==> src/hw/rtl/bta_pkg.sv <==
package bta_pkg;

   localparam int REQ_W    = 4;   // width of the requester field
   localparam int ISSUED_W = 8;   // width of the reported ticket
   localparam int RSP_W    = 16;  // result tdata width, padded to whole bytes
   localparam int REQ_DW   = 8;   // request tdata width, padded to whole bytes

   localparam logic CMD_ACQUIRE = 1'b0;
   localparam logic CMD_RELEASE = 1'b1;

   typedef enum logic [2:0] {
      ST_IDLE,
      ST_MAX,
      ST_WRITE,
      ST_MIN,
      ST_DONE
   } state_type;

   typedef enum logic {
      SCAN_MAX,
      SCAN_MIN
   } scan_mode_type;

   // control from the sequencer to the scan accumulator
   typedef struct packed {
      logic              clear;
      logic              sample;
      scan_mode_type     mode;
      logic [REQ_W-1:0]  idx;
   } scan_ctrl_type;

endpackage

==> src/hw/rtl/bakery_ticket_arbiter.sv <==
// Bakery ticket arbiter: one ticket per requester, held in a small RAM.
// Request channel (req_*): req_tuser carries the command (0 acquire, 1
// release), req_tdata[3:0] the requester index. Acquire gives the requester
// the largest held ticket plus one, clamped at the top value; release clears
// it. Requesters at or above REQUESTERS change nothing.
// Result channel (rsp_*): one transfer per request with the ticket now held,
// the current holder (smallest nonzero ticket, lower index on ties) and the
// saturation flag.
// Sequence: an acquire runs one read sweep of the ticket RAM for the maximum,
// the write state, a second read sweep for the minimum, and a result load.
// A release skips the first sweep; an out-of-range request skips it and the
// write. The RAM read port is registered and reads one entry a cycle. One
// request is worked on at a time; the next transfer is taken the cycle after
// a result is loaded.
// Reset clears every per-entry valid bit, so all tickets read as zero at
// once; no clearing pass is needed. A stalled result waits in the output
// register while the next request is taken; the sweep that follows then
// holds in its last state until the result register is free.
module bakery_ticket_arbiter
   import bta_pkg::*;
#(
   parameter int REQUESTERS  = 10,
   parameter int TICKET_BITS = 8
) (
   input  logic              clock,
   input  logic              reset,
   input  logic              req_tvalid,
   output logic              req_tready,
   input  logic [REQ_DW-1:0] req_tdata,   // [3:0] requester, [7:4] zero
   input  logic              req_tuser,   // [0] command
   output logic              rsp_tvalid,
   input  logic              rsp_tready,
   output logic [RSP_W-1:0]  rsp_tdata    // [7:0] ticket_issued, [8] grant_valid,
                                          // [12:9] granted_requester,
                                          // [13] ticket_saturated, [15:14] zero
);

   localparam int IDX_W = (REQUESTERS > 1) ? $clog2(REQUESTERS) : 1;
   localparam logic [IDX_W-1:0] LAST_IDX = IDX_W'(REQUESTERS - 1);
   localparam logic [TICKET_BITS-1:0] TICKET_TOP = '1;

   state_type state_ff, state_in;

   // ticket RAM with per-entry valid bits
   logic [TICKET_BITS-1:0] mem [REQUESTERS];
   logic [REQUESTERS-1:0]  entry_valid_ff;
   logic [TICKET_BITS-1:0] rd_data_ff;
   logic                   rd_ok_ff;
   logic                   rd_vld_ff;
   logic [IDX_W-1:0]       rd_idx_ff;
   logic [IDX_W-1:0]       addr_ff;
   logic                   issue_done_ff;

   // request registers
   logic                   cmd_ff;
   logic [REQ_W-1:0]       req_ff;
   logic                   in_range_ff;
   logic [TICKET_BITS-1:0] issued_ff;
   logic                   sat_ff;

   // result register
   logic                   rsp_valid_ff, rsp_valid_in;
   logic [RSP_W-1:0]       rsp_data_ff;

   // sequencer outputs
   logic                   accept;
   logic                   rd_en;
   logic                   mem_we;
   logic                   sweep_start;
   logic                   load_rsp;
   logic                   last_sample;
   scan_ctrl_type          scan_ctrl;

   logic [TICKET_BITS-1:0] scan_best;
   logic                   scan_found;
   logic [REQ_W-1:0]       scan_who;
   logic [TICKET_BITS-1:0] sample_ticket;
   logic [TICKET_BITS-1:0] write_ticket;
   logic                   write_sat;
   logic [TICKET_BITS+ISSUED_W-1:0] issued_ext;
   logic                   req_in_range;

   assign req_in_range = ({1'b0, req_tdata[REQ_W-1:0]} < (REQ_W + 1)'(REQUESTERS));
   assign accept       = req_tvalid && req_tready;
   assign last_sample  = rd_vld_ff && (rd_idx_ff == LAST_IDX);
   assign sample_ticket = rd_ok_ff ? rd_data_ff : '0;

   // ticket to store in the write cycle
   always_comb begin
      write_ticket = '0;
      write_sat    = 1'b0;
      if (cmd_ff == CMD_ACQUIRE) begin
         if (scan_best == TICKET_TOP) begin
            write_ticket = TICKET_TOP;
            write_sat    = 1'b1;
         end else begin
            write_ticket = scan_best + TICKET_BITS'(1);
         end
      end
   end

   // next state
   always_comb begin
      state_in = state_ff;
      unique case (state_ff)
         ST_IDLE: begin
            if (accept) begin
               if (!req_in_range) begin
                  state_in = ST_MIN;
               end else if (req_tuser == CMD_ACQUIRE) begin
                  state_in = ST_MAX;
               end else begin
                  state_in = ST_WRITE;
               end
            end
         end
         ST_MAX: begin
            if (last_sample) begin
               state_in = ST_WRITE;
            end
         end
         ST_WRITE: state_in = ST_MIN;
         ST_MIN: begin
            if (last_sample) begin
               state_in = ST_DONE;
            end
         end
         ST_DONE: begin
            if (!rsp_valid_ff || rsp_tready) begin
               state_in = ST_IDLE;
            end
         end
         default: state_in = ST_IDLE;
      endcase
   end

   // sequencer outputs
   always_comb begin
      req_tready  = 1'b0;
      rd_en       = 1'b0;
      mem_we      = 1'b0;
      sweep_start = 1'b0;
      load_rsp    = 1'b0;
      scan_ctrl.mode = SCAN_MIN;
      unique case (state_ff)
         ST_IDLE: begin
            req_tready  = 1'b1;
            sweep_start = accept;
         end
         ST_MAX: begin
            rd_en          = !issue_done_ff;
            scan_ctrl.mode = SCAN_MAX;
         end
         ST_WRITE: begin
            mem_we      = in_range_ff;
            sweep_start = 1'b1;
         end
         ST_MIN: rd_en = !issue_done_ff;
         ST_DONE: load_rsp = !rsp_valid_ff || rsp_tready;
         default: ;
      endcase
      scan_ctrl.clear  = sweep_start;
      scan_ctrl.sample = rd_vld_ff;
      scan_ctrl.idx    = REQ_W'(rd_idx_ff);
   end

   always_ff @(posedge clock) begin
      if (reset) begin
         state_ff <= ST_IDLE;
      end else begin
         state_ff <= state_in;
      end
   end

   // RAM: write in the write cycle, registered read during the sweeps
   always_ff @(posedge clock) begin
      if (mem_we) begin
         mem[req_ff[IDX_W-1:0]] <= write_ticket;
      end
      if (rd_en) begin
         rd_data_ff <= mem[addr_ff];
      end
   end

   always_ff @(posedge clock) begin
      if (reset) begin
         entry_valid_ff <= '0;
         rd_vld_ff      <= 1'b0;
         rd_ok_ff       <= 1'b0;
         addr_ff        <= '0;
         issue_done_ff  <= 1'b0;
      end else begin
         if (mem_we) begin
            entry_valid_ff[req_ff[IDX_W-1:0]] <= 1'b1;
         end
         rd_vld_ff <= rd_en;
         if (rd_en) begin
            rd_ok_ff <= entry_valid_ff[addr_ff];
         end
         if (sweep_start) begin
            addr_ff       <= '0;
            issue_done_ff <= 1'b0;
         end else if (rd_en) begin
            if (addr_ff == LAST_IDX) begin
               issue_done_ff <= 1'b1;
            end else begin
               addr_ff <= addr_ff + IDX_W'(1);
            end
         end
      end
   end

   always_ff @(posedge clock) begin
      rd_idx_ff <= addr_ff;
   end

   // request capture and issued ticket
   always_ff @(posedge clock) begin
      if (accept) begin
         cmd_ff      <= req_tuser;
         req_ff      <= req_tdata[REQ_W-1:0];
         in_range_ff <= req_in_range;
         issued_ff   <= '0;
         sat_ff      <= 1'b0;
      end else if (state_ff == ST_WRITE) begin
         issued_ff <= write_ticket;
         sat_ff    <= write_sat;
      end
   end

   bta_scan #(
      .TICKET_BITS(TICKET_BITS)
   ) u_scan (
      .clock (clock),
      .ctrl  (scan_ctrl),
      .ticket(sample_ticket),
      .best  (scan_best),
      .found (scan_found),
      .who   (scan_who)
   );

   // result register
   assign issued_ext   = {{ISSUED_W{1'b0}}, issued_ff};
   assign rsp_valid_in = (rsp_valid_ff && !rsp_tready) || load_rsp;

   always_ff @(posedge clock) begin
      if (reset) begin
         rsp_valid_ff <= 1'b0;
      end else begin
         rsp_valid_ff <= rsp_valid_in;
      end
   end

   always_ff @(posedge clock) begin
      if (load_rsp) begin
         rsp_data_ff <= {2'b00, sat_ff, (scan_found ? scan_who : {REQ_W{1'b0}}),
                         scan_found, issued_ext[ISSUED_W-1:0]};
      end
   end

   assign rsp_tvalid = rsp_valid_ff;
   assign rsp_tdata  = rsp_data_ff;

`ifndef SYNTHESIS
   // no holder means the holder index reads zero
   a_no_holder_zero: assert property (@(posedge clock) disable iff (reset)
      (rsp_tvalid && !rsp_tdata[8]) |-> (rsp_tdata[12:9] == '0))
      else $error("granted_requester nonzero without a holder");

   // a reported holder is always a real requester
   a_holder_in_range: assert property (@(posedge clock) disable iff (reset)
      (rsp_tvalid && rsp_tdata[8]) |->
         ({1'b0, rsp_tdata[12:9]} < (REQ_W + 1)'(REQUESTERS)))
      else $error("granted_requester out of range");

   // a saturated ticket is the top value
   a_sat_is_top: assert property (@(posedge clock) disable iff (reset)
      (state_ff == ST_MIN && sat_ff) |-> (issued_ff == TICKET_TOP))
      else $error("saturation flag without top ticket");

   // the RAM is written only for an in-range request
   a_write_in_range: assert property (@(posedge clock) disable iff (reset)
      mem_we |-> ({1'b0, req_ff} < (REQ_W + 1)'(REQUESTERS)))
      else $error("ticket RAM written for out-of-range requester");
`endif

endmodule

==> src/hw/rtl/bta_scan.sv <==
module bta_scan
   import bta_pkg::*;
#(
   parameter int TICKET_BITS = 8
) (
   input  logic                   clock,
   input  scan_ctrl_type          ctrl,
   input  logic [TICKET_BITS-1:0] ticket,
   output logic [TICKET_BITS-1:0] best,
   output logic                   found,
   output logic [REQ_W-1:0]       who
);

   logic [TICKET_BITS-1:0] best_ff, best_in;
   logic                   found_ff, found_in;
   logic [REQ_W-1:0]       who_ff, who_in;

   always_comb begin
      best_in  = best_ff;
      found_in = found_ff;
      who_in   = who_ff;
      if (ctrl.clear) begin
         best_in  = '0;
         found_in = 1'b0;
         who_in   = '0;
      end else if (ctrl.sample) begin
         case (ctrl.mode)
            SCAN_MAX: begin
               if (ticket > best_ff) begin
                  best_in = ticket;
               end
            end
            default: begin
               // strict less-than keeps the lower index on ties
               if (ticket != '0 && (!found_ff || ticket < best_ff)) begin
                  best_in  = ticket;
                  found_in = 1'b1;
                  who_in   = ctrl.idx;
               end
            end
         endcase
      end
   end

   always_ff @(posedge clock) begin
      best_ff  <= best_in;
      found_ff <= found_in;
      who_ff   <= who_in;
   end

   assign best  = best_ff;
   assign found = found_ff;
   assign who   = who_ff;

endmodule
==> config.mk <==
export PLATFORM = sky130hd
export DESIGN_NAME = bakery_ticket_arbiter
export DESIGN_NICKNAME = d
export VERILOG_FILES = /design/src/hw/rtl/bta_pkg.sv /design/src/hw/rtl/bakery_ticket_arbiter.sv /design/src/hw/rtl/bta_scan.sv
export SDC_FILE = /design/constraint.sdc
export NUM_CORES = 1
export LEC_CHECK = 0
export ABC_AREA = 1
export BUFFER_PORTS_ARGS = -buffer_cell sky130_fd_sc_hd__buf_2
export CAP_MARGIN = 20
export CORE_ASPECT_RATIO = 0.75
export CORE_MARGIN = 2
export CORE_UTILIZATION = 41
export DETAILED_ROUTE_END_ITERATION = 8
export GPL_TIMING_DRIVEN = 0
export PLACE_DENSITY = 0.68
export SKIP_LAST_GASP = 1
export SYNTH_ARGS = -nofsm -noshare
export SYNTH_HDL_FRONTEND = slang
export SYNTH_SLANG_ARGS = --single-unit
==> constraint.sdc <==
create_clock -name clock -period 2.1 [get_ports clock]
set_clock_uncertainty 0.1 [all_clocks]
set_input_delay 0.21 -clock clock [delete_from_list [all_inputs] [get_ports clock]]
set_output_delay 0.21 -clock clock [all_outputs]
set_load 0.02 [all_outputs]
==> results.tsv <==
stage	metric	value	unit
critical_path	rr_worst_depth	15	
timing	timing.final.hold_violations	0	
yosys	syn-cell-area	6320	um2
cts	clk_pin_slew	0.06	ns
grt	grt-ovfl-total	0	
detailed_routing	viasPerCell	5.33	
finish	syn_to_final_growth	24.3	%
finish	multi_input_area	2070	um2
critical_path	path_depth	15	
finish	fin_area	7860	um2
yosys	ys_warn_count	0	
cts	h-tree-depth	4	
yosys	ys_ff_latch	155	
power	p_leak	0.00297	uW
placed_design	dpl_cell_area	6750	um2
critical_path	critical_path_class	reg2reg	
timing	slew_headroom	42.8	%
detailed_routing	firstDrtPassIters	7	
placed_design	hpwlAfterDp	9940	um
critical_path	cp_num_buf_inv	3	
cts	cts_buffer_depth	2	
critical_path	slowest_stage	dfxtp_2	
critical_path	cp_cell_sequence	buf_8, nand2_2, inv_2, ha_4, nand2_2, nor2_4, nand4_1, nand3_2, nand2_2, nand2_4, nand2_8, buf_8, nand2_4, nand2_2, nor2_2	
grt	grt_pass1_vias	4436	
outcome	status	finished with violations	
critical_path	path_common_cell	nand2_2	
cts	clk_latency	0.42	ns
floorplanning	dieHeight	112	um
floorplanning	io_pins	31	
timing	period_share	100	%
floorplanning	coreArea	15200	um2
yosys	netlist_instances	592	
placed_design	numPortBuffers	24	
detailed_routing	drtIter0Drc	575	
critical_path	ff2ff_setup_slack	-0.01	ns
critical_path	end_kind	register	
cts	cts_tree	built	
finish	register_area	4190	um2
grt	grt_pass1_wl	22600	um
detailed_routing	ant_nets	0	
finish	fillers	1235	
hold_path	hold_end	state_ff[2]	
critical_path	cp_max_fo	8	
floorplanning	initial_core_util	41.7	%
timing	setup_tns	-0.00957	ns
cts	clock-root-buffer	clkbuf_16	
critical_path	rr_startpoint	rd_ok_ff	
critical_path	crit_family	simple AND/OR/NAND/NOR gates	
finish	final_layout_size_suffix_gt1_share	23.9	%
timing	fin_ws	-0.00957	ns
detailed_routing	totalWireLength	15000	um
finish	layout_common_cells	edfxtp_1, nor2_1, o21ai_0	
flow_run	maxCapViolations	0	
floorplanning	die_area	16400	um2
timing	maxSlewViolCount	0	
power	power.density	1250	nW/um2
finish	final_nets	683	
grt	antenna_found_initial	0	
floorplanning	dieWidth	147	um
power	ir_drop	0.690	mV
outcome	violations	setup timing	
hold_path	hold_class	in2reg	
detailed_routing	num_vias	4677	
grt	grt_max_degree	17	
critical_path	cp.required	2.35	ns
timing	min_period	2.11	ns
critical_path	slowest_delay	0.33	ns
timing	tightest_slew	0.858	ns
yosys	synthDistinctLibCells	38	
yosys	avgSynthCellArea	10.7	um2
placed_design	gp_congestion	0.880	
cts	cts_buffers	17	
critical_path	start_kind	register	
critical_path	worstReg2RegEnd	u_scan.best[5]	
cts	clock_sinks	155	
floorplanning	rows	39	
finish	diodes	0	
detailed_routing	wl_per_cell	17.1	um
timing	finalSetupViolCount	1	
hold_path	holdPathStages	5	
hold_path	min-delay-start	rsp_tready	
detailed_routing	drc	0	
timing	rsz0062_at_grt	yes	
critical_path	cp.arrival	2.36	ns
grt	gr-usage-all-layers	17.7	%
yosys	ys_seq_area_share	66.2	%
timing	max_freq	474	MHz
finish	mostFrequentLayoutCell	edfxtp_1	
==> per-layer routing <==
metal | vias up | part of all wire (%) | wire length, um | global-route usage [%]
li1 | 2184 | - | - | -
met1 | 2276 | 46 | 6950 | 25.7
met2 | 190 | 46 | 6970 | 27.2
met3 | 27 | 6.0 | 908 | 3.69
met4 | 0 | 1.4 | 210 | 4.87
met5 | - | 0 | 0 | 0
==> state kept, by name, summed over array words and instances (netlist names) <==
signal	count
addr_ff	4
cmd_ff	1
entry_valid_ff	10
in_range_ff	1
issue_done_ff	1
issued_ff	8
mem	80
rd_data_ff	8
rd_idx_ff	4
rd_ok_ff	1
rd_vld_ff	1
req_ff	4
rsp_tdata	14
rsp_tvalid	1
sat_ff	1
state_ff	3
u_scan.best	8
u_scan.found	1
u_scan.who	4
==> report_power, final <==
| group | switching, uW | total [uW] | internal (uW) |
|---|---|---|---|
| sequential | 246 | 3940 | 3690 |
| clock | 1230 | 3340 | 2110 |
| combinational | 1640 | 2540 | 905 |
==> logic make-up after synthesis <==
| family | after synthesis | share of synthesized area, % |
|---|---|---|
| and+or+nand+nor | 219 | 14.7 |
| adders and majority gates | 10 | 1.98 |
| DFF | 155 | 66.2 |
| buffers and inverters | 82 | 5.34 |
| xor gates and xnor gates | 2 | 0.277 |
| AOI/OAI and AO/OA | 123 | 11.5 |
| other | 1 | 0.0593 |
==> timing repair <==
item,in CTS,in global routing
setup endpoints to repair,138,113
cloned,0,2
gates resized for setup,16,64
setup buffers,2,8
endpoints found under the hold margin,6,0
pin swaps,1,12
hold buffers,7,0
==> synth_stat cells (all sizes together) <==
cell type | number | share of area (%)
nor2 | 115 | 7.1
edfxtp | 108 | 51
nand2 | 77 | 5.0
o21ai | 68 | 5.4
inv | 55 | 3.3
dfxtp | 47 | 15
a21oi | 16 | 1.3
clkbuf | 15 | 0.89
nand3 | 11 | 0.95
buf | 10 | 1.1
ha | 10 | 2.0
o221ai | 10 | 1.4
nor3 | 9 | 0.87
o211ai | 8 | 0.95
o22ai | 8 | 0.79
a22o | 6 | 0.83
a31oi | 4 | 0.40
nand4 | 3 | 0.30
clkinv | 2 | 0.12
nor4 | 2 | 0.20
or2 | 2 | 0.20
xor2 | 2 | 0.28
conb | 1 | 0.059
o21a | 1 | 0.12
o21bai | 1 | 0.12
o31ai | 1 | 0.20
==> metrics by stage <==
stage               hold slack (ns)  total power, uW  util (%)  setup WS, ns  std cells
floorplan                     0.179             5260         -       -0.0131        593
global placement              0.265             5780      44.2        -0.588        822
detailed placement            0.263             5860      44.5        -0.296        827
CTS                          0.0770             9300      49.6        -0.135        867
global route                  0.103            10300      51.8        -0.140        878
finish                       0.0884             9830      51.8      -0.00957        878
==> worst reg2reg max path: stages (launching register included) <==
cell     delay, ns
dfxtp_2       0.33
buf_8         0.14
nand2_2       0.08
inv_2         0.06
ha_4          0.27
nand2_2       0.06
nor2_4        0.12
nand4_1       0.12
nand3_2       0.14
nand2_2       0.09
nand2_4       0.10
nand2_8       0.09
buf_8         0.16
nand2_4       0.06
nand2_2       0.04
nor2_2        0.11
==> cell type report <==
cell class,instances,share of cell area [%]
Inverter,57,2.74
Tap cell,205,3.26
Buffer,24,1.67
Sequential cell,155,53.4
Timing Repair Buffer,49,4.32
Clock inverter,14,2.80
Clock buffer,18,5.46
Multi-Input combinational cell,356,26.4
==> worst max-delay path by stage <==
| stage | startpoint | slack, ns | end |
|---|---|---|---|
| 6_report | rd_ok_ff | -0.01 | u_scan.best[5] |
| 5_1_grt | rd_ok_ff | -0.14 | u_scan.best[4] |
| 4_1_cts | u_scan.best[1] | -0.13 | mem[5][3] |
| 3_5_place_dp | u_scan.best[1] | -0.30 | mem[3][5] |
| 3_3_place_gp | state_ff[2] | -0.59 | mem[9][4] |
| 2_1_floorplan | state_ff[2] | -0.01 | mem[8][0] |
Note: power is estimated with default switching activity, not from simulation.
